**config.mk**
```make
export PLATFORM = sky130hd
export DESIGN_NAME = matrix4x4_multiply
export DESIGN_NICKNAME = d
export VERILOG_FILES = /design/src/rtl/mm4x4_pkg.sv /design/src/rtl/mm4x4_ram.sv /design/src/rtl/mm4x4_mac.sv /design/src/rtl/mm4x4_seq.sv /design/src/rtl/matrix4x4_multiply.sv
export SDC_FILE = /design/constraint.sdc
export NUM_CORES = 2
export LEC_CHECK = 0
export ABC_AREA = 0
export BUFFER_PORTS_ARGS = -buffer_cell sky130_fd_sc_hd__buf_2
export CORE_ASPECT_RATIO = 1.5
export CORE_UTILIZATION = 35
export CTS_CLUSTER_SIZE = 10
export DETAILED_ROUTE_END_ITERATION = 10
export GPL_ROUTABILITY_DRIVEN = 1
export GPL_TIMING_DRIVEN = 0
export REMOVE_ABC_BUFFERS = 1
export SETUP_SLACK_MARGIN = 0.2
export SYNTH_ARGS = -nofsm -noshare
export SYNTH_HDL_FRONTEND = slang
export SYNTH_SLANG_ARGS = --single-unit
```
**constraint.sdc**
```tcl
create_clock -name clk -period 9.7 [get_ports clk]
set_clock_uncertainty 0.05 [all_clocks]
set_input_delay 1.94 -clock clk [delete_from_list [all_inputs] [get_ports clk]]
set_output_delay 1.94 -clock clk [all_outputs]
set_load 0.02 [all_outputs]
```
**src/rtl/mm4x4_pkg.sv**
```systemverilog
// Shared constants, word types and control structs of the 4x4 matrix multiply.
// Depends on nothing; the MAC, sequencer, top level and checker import it.
package mm4x4_pkg;

    localparam int VALUE_WIDTH = 32;
    localparam int FRAC_BITS   = 16;
    localparam int ELEM_W      = 32;
    localparam int KIND_W      = 2;
    localparam int DIM         = 4;
    localparam int DIM_W       = $clog2(DIM);
    localparam int ELEM_COUNT  = DIM * DIM;
    localparam int INDEX_W     = $clog2(ELEM_COUNT);
    localparam int PROD_W      = 2 * VALUE_WIDTH;
    localparam int ACC_W       = PROD_W + DIM_W;

    localparam logic [KIND_W-1:0] KIND_LOAD_LEFT  = 2'd0;
    localparam logic [KIND_W-1:0] KIND_LOAD_RIGHT = 2'd1;
    localparam logic [KIND_W-1:0] KIND_COMPUTE    = 2'd2;

    localparam logic signed [VALUE_WIDTH-1:0] VALUE_MAX = {1'b0, {(VALUE_WIDTH-1){1'b1}}};
    localparam logic signed [VALUE_WIDTH-1:0] VALUE_MIN = {1'b1, {(VALUE_WIDTH-1){1'b0}}};

    typedef struct packed {
        logic [KIND_W-1:0]        kind;
        logic [INDEX_W-1:0]       elem_index;
        logic signed [ELEM_W-1:0] elem_value;
    } in_word_t;

    typedef struct packed {
        logic [INDEX_W-1:0]            out_index;
        logic signed [VALUE_WIDTH-1:0] out_value;
        logic                          saturated;
        logic                          last;
    } out_word_t;

    // One multiply-accumulate step issued by the sequencer.
    typedef struct packed {
        logic valid;
        logic first;
    } issue_t;

    // Request to load a finished element into the output register.
    typedef struct packed {
        logic               load;
        logic [INDEX_W-1:0] index;
        logic               last;
    } emit_t;

endpackage

```
**src/rtl/mm4x4_ram.sv**
```systemverilog
// Generic single-write, single-read RAM with a registered read port.
// Depends on nothing.
module mm4x4_ram #(
    parameter int WIDTH = 32,
    parameter int DEPTH = 16
) (
    input  logic                     clk,
    input  logic                     we,
    input  logic [$clog2(DEPTH)-1:0] waddr,
    input  logic [WIDTH-1:0]         wdata,
    input  logic [$clog2(DEPTH)-1:0] raddr,
    output logic [WIDTH-1:0]         rdata
);

    logic [WIDTH-1:0] mem_reg [DEPTH];
    logic [WIDTH-1:0] rdata_reg;

    always_ff @(posedge clk)
    begin
        if (we)
        begin
            mem_reg[waddr] <= wdata;
        end
        rdata_reg <= mem_reg[raddr];
    end

    assign rdata = rdata_reg;

endmodule

```
**src/rtl/mm4x4_mac.sv**
```systemverilog
// Shared multiply-accumulate unit with the final shift and saturation.
// Depends on mm4x4_pkg; fed by the two store RAMs and the sequencer.
module mm4x4_mac
    import mm4x4_pkg::*;
(
    input  logic                          clk,
    input  logic                          rst_n,
    input  issue_t                        issue,
    input  logic signed [VALUE_WIDTH-1:0] left_data,
    input  logic signed [VALUE_WIDTH-1:0] right_data,
    output logic signed [VALUE_WIDTH-1:0] result,
    output logic                          saturated
);

    logic                     rd_valid_reg;
    logic                     rd_first_reg;
    logic                     prod_valid_reg;
    logic                     prod_first_reg;
    logic signed [PROD_W-1:0] prod_reg;
    logic signed [PROD_W-1:0] prod_next;
    logic signed [ACC_W-1:0]  acc_reg;
    logic signed [ACC_W-1:0]  acc_next;
    logic signed [ACC_W-1:0]  shifted;
    logic                     fits;

    // Tags follow the RAM read latency and the multiplier register.
    always_ff @(posedge clk or negedge rst_n)
    begin
        if (!rst_n)
        begin
            rd_valid_reg   <= 1'b0;
            rd_first_reg   <= 1'b0;
            prod_valid_reg <= 1'b0;
            prod_first_reg <= 1'b0;
        end
        else
        begin
            rd_valid_reg   <= issue.valid;
            rd_first_reg   <= issue.first;
            prod_valid_reg <= rd_valid_reg;
            prod_first_reg <= rd_first_reg;
        end
    end

    assign prod_next = PROD_W'(left_data) * PROD_W'(right_data);

    always_comb
    begin
        acc_next = acc_reg;
        if (prod_valid_reg)
        begin
            if (prod_first_reg)
            begin
                acc_next = ACC_W'(prod_reg);
            end
            else
            begin
                acc_next = acc_reg + ACC_W'(prod_reg);
            end
        end
    end

    always_ff @(posedge clk)
    begin
        if (rd_valid_reg)
        begin
            prod_reg <= prod_next;
        end
        acc_reg <= acc_next;
    end

    // The arithmetic shift floors toward minus infinity.
    assign shifted   = acc_reg >>> FRAC_BITS;
    assign fits      = (&shifted[ACC_W-1:VALUE_WIDTH-1]) | ~(|shifted[ACC_W-1:VALUE_WIDTH-1]);
    assign saturated = ~fits;

    always_comb
    begin
        if (fits)
        begin
            result = shifted[VALUE_WIDTH-1:0];
        end
        else if (acc_reg[ACC_W-1])
        begin
            result = VALUE_MIN;
        end
        else
        begin
            result = VALUE_MAX;
        end
    end

endmodule

```
**src/rtl/mm4x4_seq.sv**
```systemverilog
// Sequencer that walks the sixteen product elements and their four terms.
// Depends on mm4x4_pkg; drives the RAM read addresses and the MAC unit.
module mm4x4_seq
    import mm4x4_pkg::*;
(
    input  logic               clk,
    input  logic               rst_n,
    input  logic               in_valid,
    input  logic [KIND_W-1:0]  in_kind,
    input  logic               out_free,
    output logic               in_ready,
    output logic [INDEX_W-1:0] left_raddr,
    output logic [INDEX_W-1:0] right_raddr,
    output issue_t             issue,
    output emit_t              emit
);

    localparam logic [1:0] ST_IDLE  = 2'd0;
    localparam logic [1:0] ST_ISSUE = 2'd1;
    localparam logic [1:0] ST_DRAIN = 2'd2;
    localparam logic [1:0] ST_FINAL = 2'd3;

    logic [1:0]         state_reg;
    logic [1:0]         state_next;
    logic [INDEX_W-1:0] pos_reg;
    logic [INDEX_W-1:0] pos_next;
    logic [DIM_W-1:0]   k_reg;
    logic [DIM_W-1:0]   k_next;
    logic               drain_reg;
    logic               drain_next;
    logic               pos_last;

    assign pos_last = (pos_reg == INDEX_W'(ELEM_COUNT - 1));

    always_comb
    begin
        state_next  = state_reg;
        pos_next    = pos_reg;
        k_next      = k_reg;
        drain_next  = drain_reg;
        issue.valid = 1'b0;
        issue.first = 1'b0;
        emit.load   = 1'b0;
        emit.index  = pos_reg;
        emit.last   = pos_last;
        case (state_reg)
            ST_IDLE:
            begin
                if (in_valid && (in_kind == KIND_COMPUTE))
                begin
                    state_next = ST_ISSUE;
                    pos_next   = '0;
                    k_next     = '0;
                end
            end
            ST_ISSUE:
            begin
                issue.valid = 1'b1;
                issue.first = (k_reg == '0);
                k_next      = DIM_W'(k_reg + 1'b1);
                if (k_reg == DIM_W'(DIM - 1))
                begin
                    state_next = ST_DRAIN;
                    drain_next = 1'b0;
                end
            end
            ST_DRAIN:
            begin
                drain_next = 1'b1;
                if (drain_reg)
                begin
                    state_next = ST_FINAL;
                end
            end
            ST_FINAL:
            begin
                if (out_free)
                begin
                    emit.load = 1'b1;
                    if (pos_last)
                    begin
                        state_next = ST_IDLE;
                    end
                    else
                    begin
                        pos_next   = INDEX_W'(pos_reg + 1'b1);
                        state_next = ST_ISSUE;
                    end
                end
            end
            default:
            begin
                state_next = ST_IDLE;
            end
        endcase
    end

    always_ff @(posedge clk or negedge rst_n)
    begin
        if (!rst_n)
        begin
            state_reg <= ST_IDLE;
            pos_reg   <= '0;
            k_reg     <= '0;
            drain_reg <= 1'b0;
        end
        else
        begin
            state_reg <= state_next;
            pos_reg   <= pos_next;
            k_reg     <= k_next;
            drain_reg <= drain_next;
        end
    end

    assign in_ready    = (state_reg == ST_IDLE);
    assign left_raddr  = {pos_reg[INDEX_W-1:DIM_W], k_reg};
    assign right_raddr = {k_reg, pos_reg[DIM_W-1:0]};

endmodule

```
**src/rtl/matrix4x4_multiply.sv**
```systemverilog
// Top level of the 4x4 signed fixed-point matrix multiply.
// Depends on mm4x4_pkg, mm4x4_ram, mm4x4_mac and mm4x4_seq.
//
// Channel   Direction  Handshake           Word
// -------   ---------  ------------------  -----------------------------------
// input     in         in_valid/in_ready   in_word: kind, elem_index, elem_value
// output    out        out_valid/out_ready out_word: index, value, sat, last
//
// A load word writes one element of the left or right store.
// A compute word keeps in_ready low while the sixteen elements are formed: each
// element runs on the one shared multiplier (four terms issued, a drain step
// for the RAM read and multiply registers, a final step to hand it to the output
// register), and any output stall lengthens a run. Reset clears the sequencer
// and the output valid; the stores hold nothing meaningful until loaded. A
// back-pressured output only holds the sequencer in its final step, and the
// block takes a new word while the last element waits.
module matrix4x4_multiply
    import mm4x4_pkg::*;
(
    input  logic      clk,
    input  logic      rst_n,
    input  logic      in_valid,
    output logic      in_ready,
    input  in_word_t  in_word,
    output logic      out_valid,
    input  logic      out_ready,
    output out_word_t out_word
);

    logic                          in_accept;
    logic                          left_we;
    logic                          right_we;
    logic [VALUE_WIDTH-1:0]        store_wdata;
    logic [INDEX_W-1:0]            left_raddr;
    logic [INDEX_W-1:0]            right_raddr;
    logic [VALUE_WIDTH-1:0]        left_rdata;
    logic [VALUE_WIDTH-1:0]        right_rdata;
    issue_t                        issue;
    emit_t                         emit;
    logic signed [VALUE_WIDTH-1:0] mac_result;
    logic                          mac_saturated;
    logic                          out_free;
    logic                          out_valid_reg;
    logic                          out_valid_next;
    out_word_t                     out_word_reg;
    out_word_t                     out_word_next;

    // Loads go straight into the stores; kind 3 is accepted and dropped.
    assign in_accept   = in_valid & in_ready;
    assign left_we     = in_accept & (in_word.kind == KIND_LOAD_LEFT);
    assign right_we    = in_accept & (in_word.kind == KIND_LOAD_RIGHT);
    assign store_wdata = VALUE_WIDTH'(in_word.elem_value);

    mm4x4_ram #(
        .WIDTH (VALUE_WIDTH),
        .DEPTH (ELEM_COUNT)
    ) u_left_ram (
        .clk   (clk),
        .we    (left_we),
        .waddr (in_word.elem_index),
        .wdata (store_wdata),
        .raddr (left_raddr),
        .rdata (left_rdata)
    );

    mm4x4_ram #(
        .WIDTH (VALUE_WIDTH),
        .DEPTH (ELEM_COUNT)
    ) u_right_ram (
        .clk   (clk),
        .we    (right_we),
        .waddr (in_word.elem_index),
        .wdata (store_wdata),
        .raddr (right_raddr),
        .rdata (right_rdata)
    );

    // The output register is free when empty or being drained this cycle.
    assign out_free = ~out_valid_reg | out_ready;

    mm4x4_seq u_seq (
        .clk         (clk),
        .rst_n       (rst_n),
        .in_valid    (in_valid),
        .in_kind     (in_word.kind),
        .out_free    (out_free),
        .in_ready    (in_ready),
        .left_raddr  (left_raddr),
        .right_raddr (right_raddr),
        .issue       (issue),
        .emit        (emit)
    );

    mm4x4_mac u_mac (
        .clk        (clk),
        .rst_n      (rst_n),
        .issue      (issue),
        .left_data  (left_rdata),
        .right_data (right_rdata),
        .result     (mac_result),
        .saturated  (mac_saturated)
    );

    // The sequencer only loads when the register is free, so no word is lost.
    always_comb
    begin
        out_valid_next = out_valid_reg;
        out_word_next  = out_word_reg;
        if (emit.load)
        begin
            out_valid_next          = 1'b1;
            out_word_next.out_index = emit.index;
            out_word_next.out_value = mac_result;
            out_word_next.saturated = mac_saturated;
            out_word_next.last      = emit.last;
        end
        else if (out_ready)
        begin
            out_valid_next = 1'b0;
        end
    end

    always_ff @(posedge clk or negedge rst_n)
    begin
        if (!rst_n)
        begin
            out_valid_reg <= 1'b0;
        end
        else
        begin
            out_valid_reg <= out_valid_next;
        end
    end

    always_ff @(posedge clk)
    begin
        out_word_reg <= out_word_next;
    end

    assign out_valid = out_valid_reg;
    assign out_word  = out_word_reg;

endmodule

```
==> impl_results.md <==
- R2R setup slack: 0.70 ns
- Global Route Usage Sum: about 17%
- Via Count: about 50000
- Worst setup path class: flip-flop to flip-flop
- PortBufs: 81
- Post-synth top area share: slightly above 40%
- Register-to-Register Path Depth: 21
- Worst-path maximum fanout: 32
- Fin. max-slew vios: 0
- First-pass GRT wire length: 332000 um
- Wire per inst: ~22 um
- CTS max path bufs: 3
- Layout Nets: just under 8000
- Antenna violations before repair: 15
- Clock sink total: around 1300
- Drt pass-1 iters: 7
- Cts hold-fix bufs: 0
- Most common cell after layout, fill and taps aside: edfxtp_1
- Pin count of the biggest net entering global routing: between 70 and 80
- Total length of routed wires: 215000 um
- Final setup viols: 0
- Warnings, synthesis: 0
- Area post-placement: approximately 92000 um2
- Clock-pin slew on the worst setup and hold paths: around 0.06 ns
- Fmax achieved: roughly 110 MHz
- Period utilisation layout: between 90 and 100%
- Critical path origin: u_right_ram.rdata[9]
- Util after Layout: between 30 and 40%
- Post-synth ARST share: approximately 1.1%
- Yosys cell types: slightly above 100
- Post-synth EDFFs: 1192
- Tmin final: 9.00 ns
- HP Class: flip-flop to flip-flop
- I/O pin cnt: 82
- Arrival @ worst endpoint: about 9.5 ns
- Worst path most repeated cell: fa_1
- Worst path required time: slightly above 10 ns
- Layout fillers: approximately 23000
- Dominant cell type by area after synthesis: edfxtp_1
- Max_slew headroom: 2.00%
- Clk_lat worst skew: around 0.8 ns
- Number of global-route vias before repair: approximately 56000
- Status: finished clean
- Top post-synthesis cells by area: edfxtp_1, fa_1, mux4_2
- Worst setup path end: u_mac.prod_reg[63]
- Core area: between 200000 and 250000 um2
- Post-DR vias/cell: 5.11
- Worst hold slack: 0.506 ns
- Die area: about 250000 um2
- Area grow syn2layout: 11.1%
- Finished Layout Cells: 9799
- Slew at the pin closest to its max-slew limit: around 1.5 ns
- Root buffer cell: clkbuf_16
- Worst path max stage delay: around 1.1 ns
- TritonCTS clock tree: yes
- Yosys reg bits: about 1300
- CP max-delay cell: fa_1
- Total CTS buffers: ~150
- Top_reg_cell synth: edfxtp_1
- GPL Wtd Cong: 0.871
- Post-route DRC: 0
- Layout cell share with drive strength beyond 1: about an eighth
- Die span in y: approximately 610 um
- Highest-count cells in the layout ignoring fill and taps: edfxtp_1, fa_1, inv_1, nand2_1, and2_1
- Unrepaired setup endpoints after global routing: no
- GR Overflow Total: 0
- Max cap viols: 0
- Reg2reg end: u_mac.prod_reg[63]
- Maximum level of the CTS H-tree: 4
- Starting Density: 35.3%
- CP startpoint kind: flip-flop
- Layout Cell Area excl Fill: between 90000 and 100000 um2
- Post-Synthesis Cells: 6449
- Dpl cells: roughly 9600
- Crit end category: flip-flop
- Post-DP HPWL: 150000 um
- Post-Synthesis Cell Area: around 87000 um2
- Final hold vios: 0
- Routed Antenna Nets: 0
- Initial drt markers: ~3100
- Syn avg cell area: ~13 um2
- Critical R2R Launch: u_right_ram.rdata[9]
- Core Rows: around 220
- Sequential element share of the synthesized area: 43.0%
- Die width: between 400 and 500 um
- CP cell instances: nand2_1, fa_1, fa_1, inv_1, fa_1, fa_1, fa_1, fa_1, inv_1, fa_1, inv_1, fa_1, ha_1, a21oi_1, o21ai_0, a32oi_1, o211ai_1, a311oi_2, o21ai_0, a21oi_1, xnor2_1
-- worst min path at each step --
stage | startpoint | end | slack [ns] | depth (start not counted)
6_report | u_seq.drain_reg | u_seq.drain_reg | 0.51 | 2
5_1_grt | u_mac.prod_reg[37] | u_mac.acc_reg[37] | 0.54 | 2
4_1_cts | u_seq.drain_reg | u_seq.drain_reg | 0.51 | 2
3_5_place_dp | u_seq.drain_reg | u_seq.drain_reg | 0.50 | 2
3_3_place_gp | u_seq.drain_reg | u_seq.drain_reg | 0.48 | 2
2_1_floorplan | u_mac.rd_first_reg | u_mac.prod_first_reg | 0.28 | 0
-- cell type report --
class                   count  area (um2)  area share, %
inverters                1020        3830           3.97
flip-flops and latches   1270       37500           38.9
clock inverters            22         464          0.480
multi-input cells        3830       44600           46.2
diodes                      8        20.0         0.0207
clock buffers             211        3950           4.09
repair buffers            176        2100           2.17
well taps                3262        4080           4.22
-- cells by family (layout without fill, tap and decap cells) --
logic type	Yosys count	count (layout)	synth area share (%)
xor gates and xnor gates	122	122	1.23
DFF	1270	1270	43.0
AOI/OAI and AO/OA	558	558	4.22
other	0	8	0
adders and majority gates	1339	1339	28.6
buffers and inverters	1349	1429	5.93
and+or+nand+nor	1483	1483	8.58
muxes	328	328	8.38
-- layer usage --
layer | global-route usage, % | wire, um | share of wire, % | up-vias
met2 | 32.0 | 114000 | 53 | 1469
met5 | 0 | 69 | 0.032 | -
met3 | 2.50 | 10300 | 4.8 | 495
met1 | 20.2 | 81700 | 38 | 26600
met4 | 6.56 | 8110 | 3.8 | 12
li1 | - | - | - | 21500
-- cells in the mapped netlist, drive strengths merged (46+ instances only) --
cell type and count:
mux4 320, inv 1020, edfxtp 1192, nor2 105
dfxtp 64, buf 46, and2 525, o21ai 144
a21o 106, clkbuf 282, ha 256, xnor2 81
fa 1083, a21oi 155, nand2 640
-- what timing repair did --
item,CTS,global route
gates resized for setup,6,8
endpoints found under the setup margin,12,5
pin swaps,0,1
buffers inserted,0,4
-- per-stage QoR --
step           setup TNS [ns]  setup slack, ns
2_1_floorplan               0             1.48
5_1_grt                     0            0.290
3_3_place_gp           -42.52           -0.750
3_5_place_dp            -2.51           -0.691
6_report                    0            0.696
4_1_cts                     0            0.244
-- worst max-delay path: cells and delay by family, from the launching register on --
kind / cells / cell delay, ns
adders and majority gates: 9 / 5.67
AOI/OAI and AO/OA: 7 / 1.51
DFF: 1 / 0.93
and+or+nand+nor: 1 / 0.22
buffers and inverters: 3 / 0.22
xor gates and xnor gates: 1 / 0.09
Power is left out: the tool's default activity adds up to more than one toggle a clock period on the data nets, which glitch-free logic cannot reach.
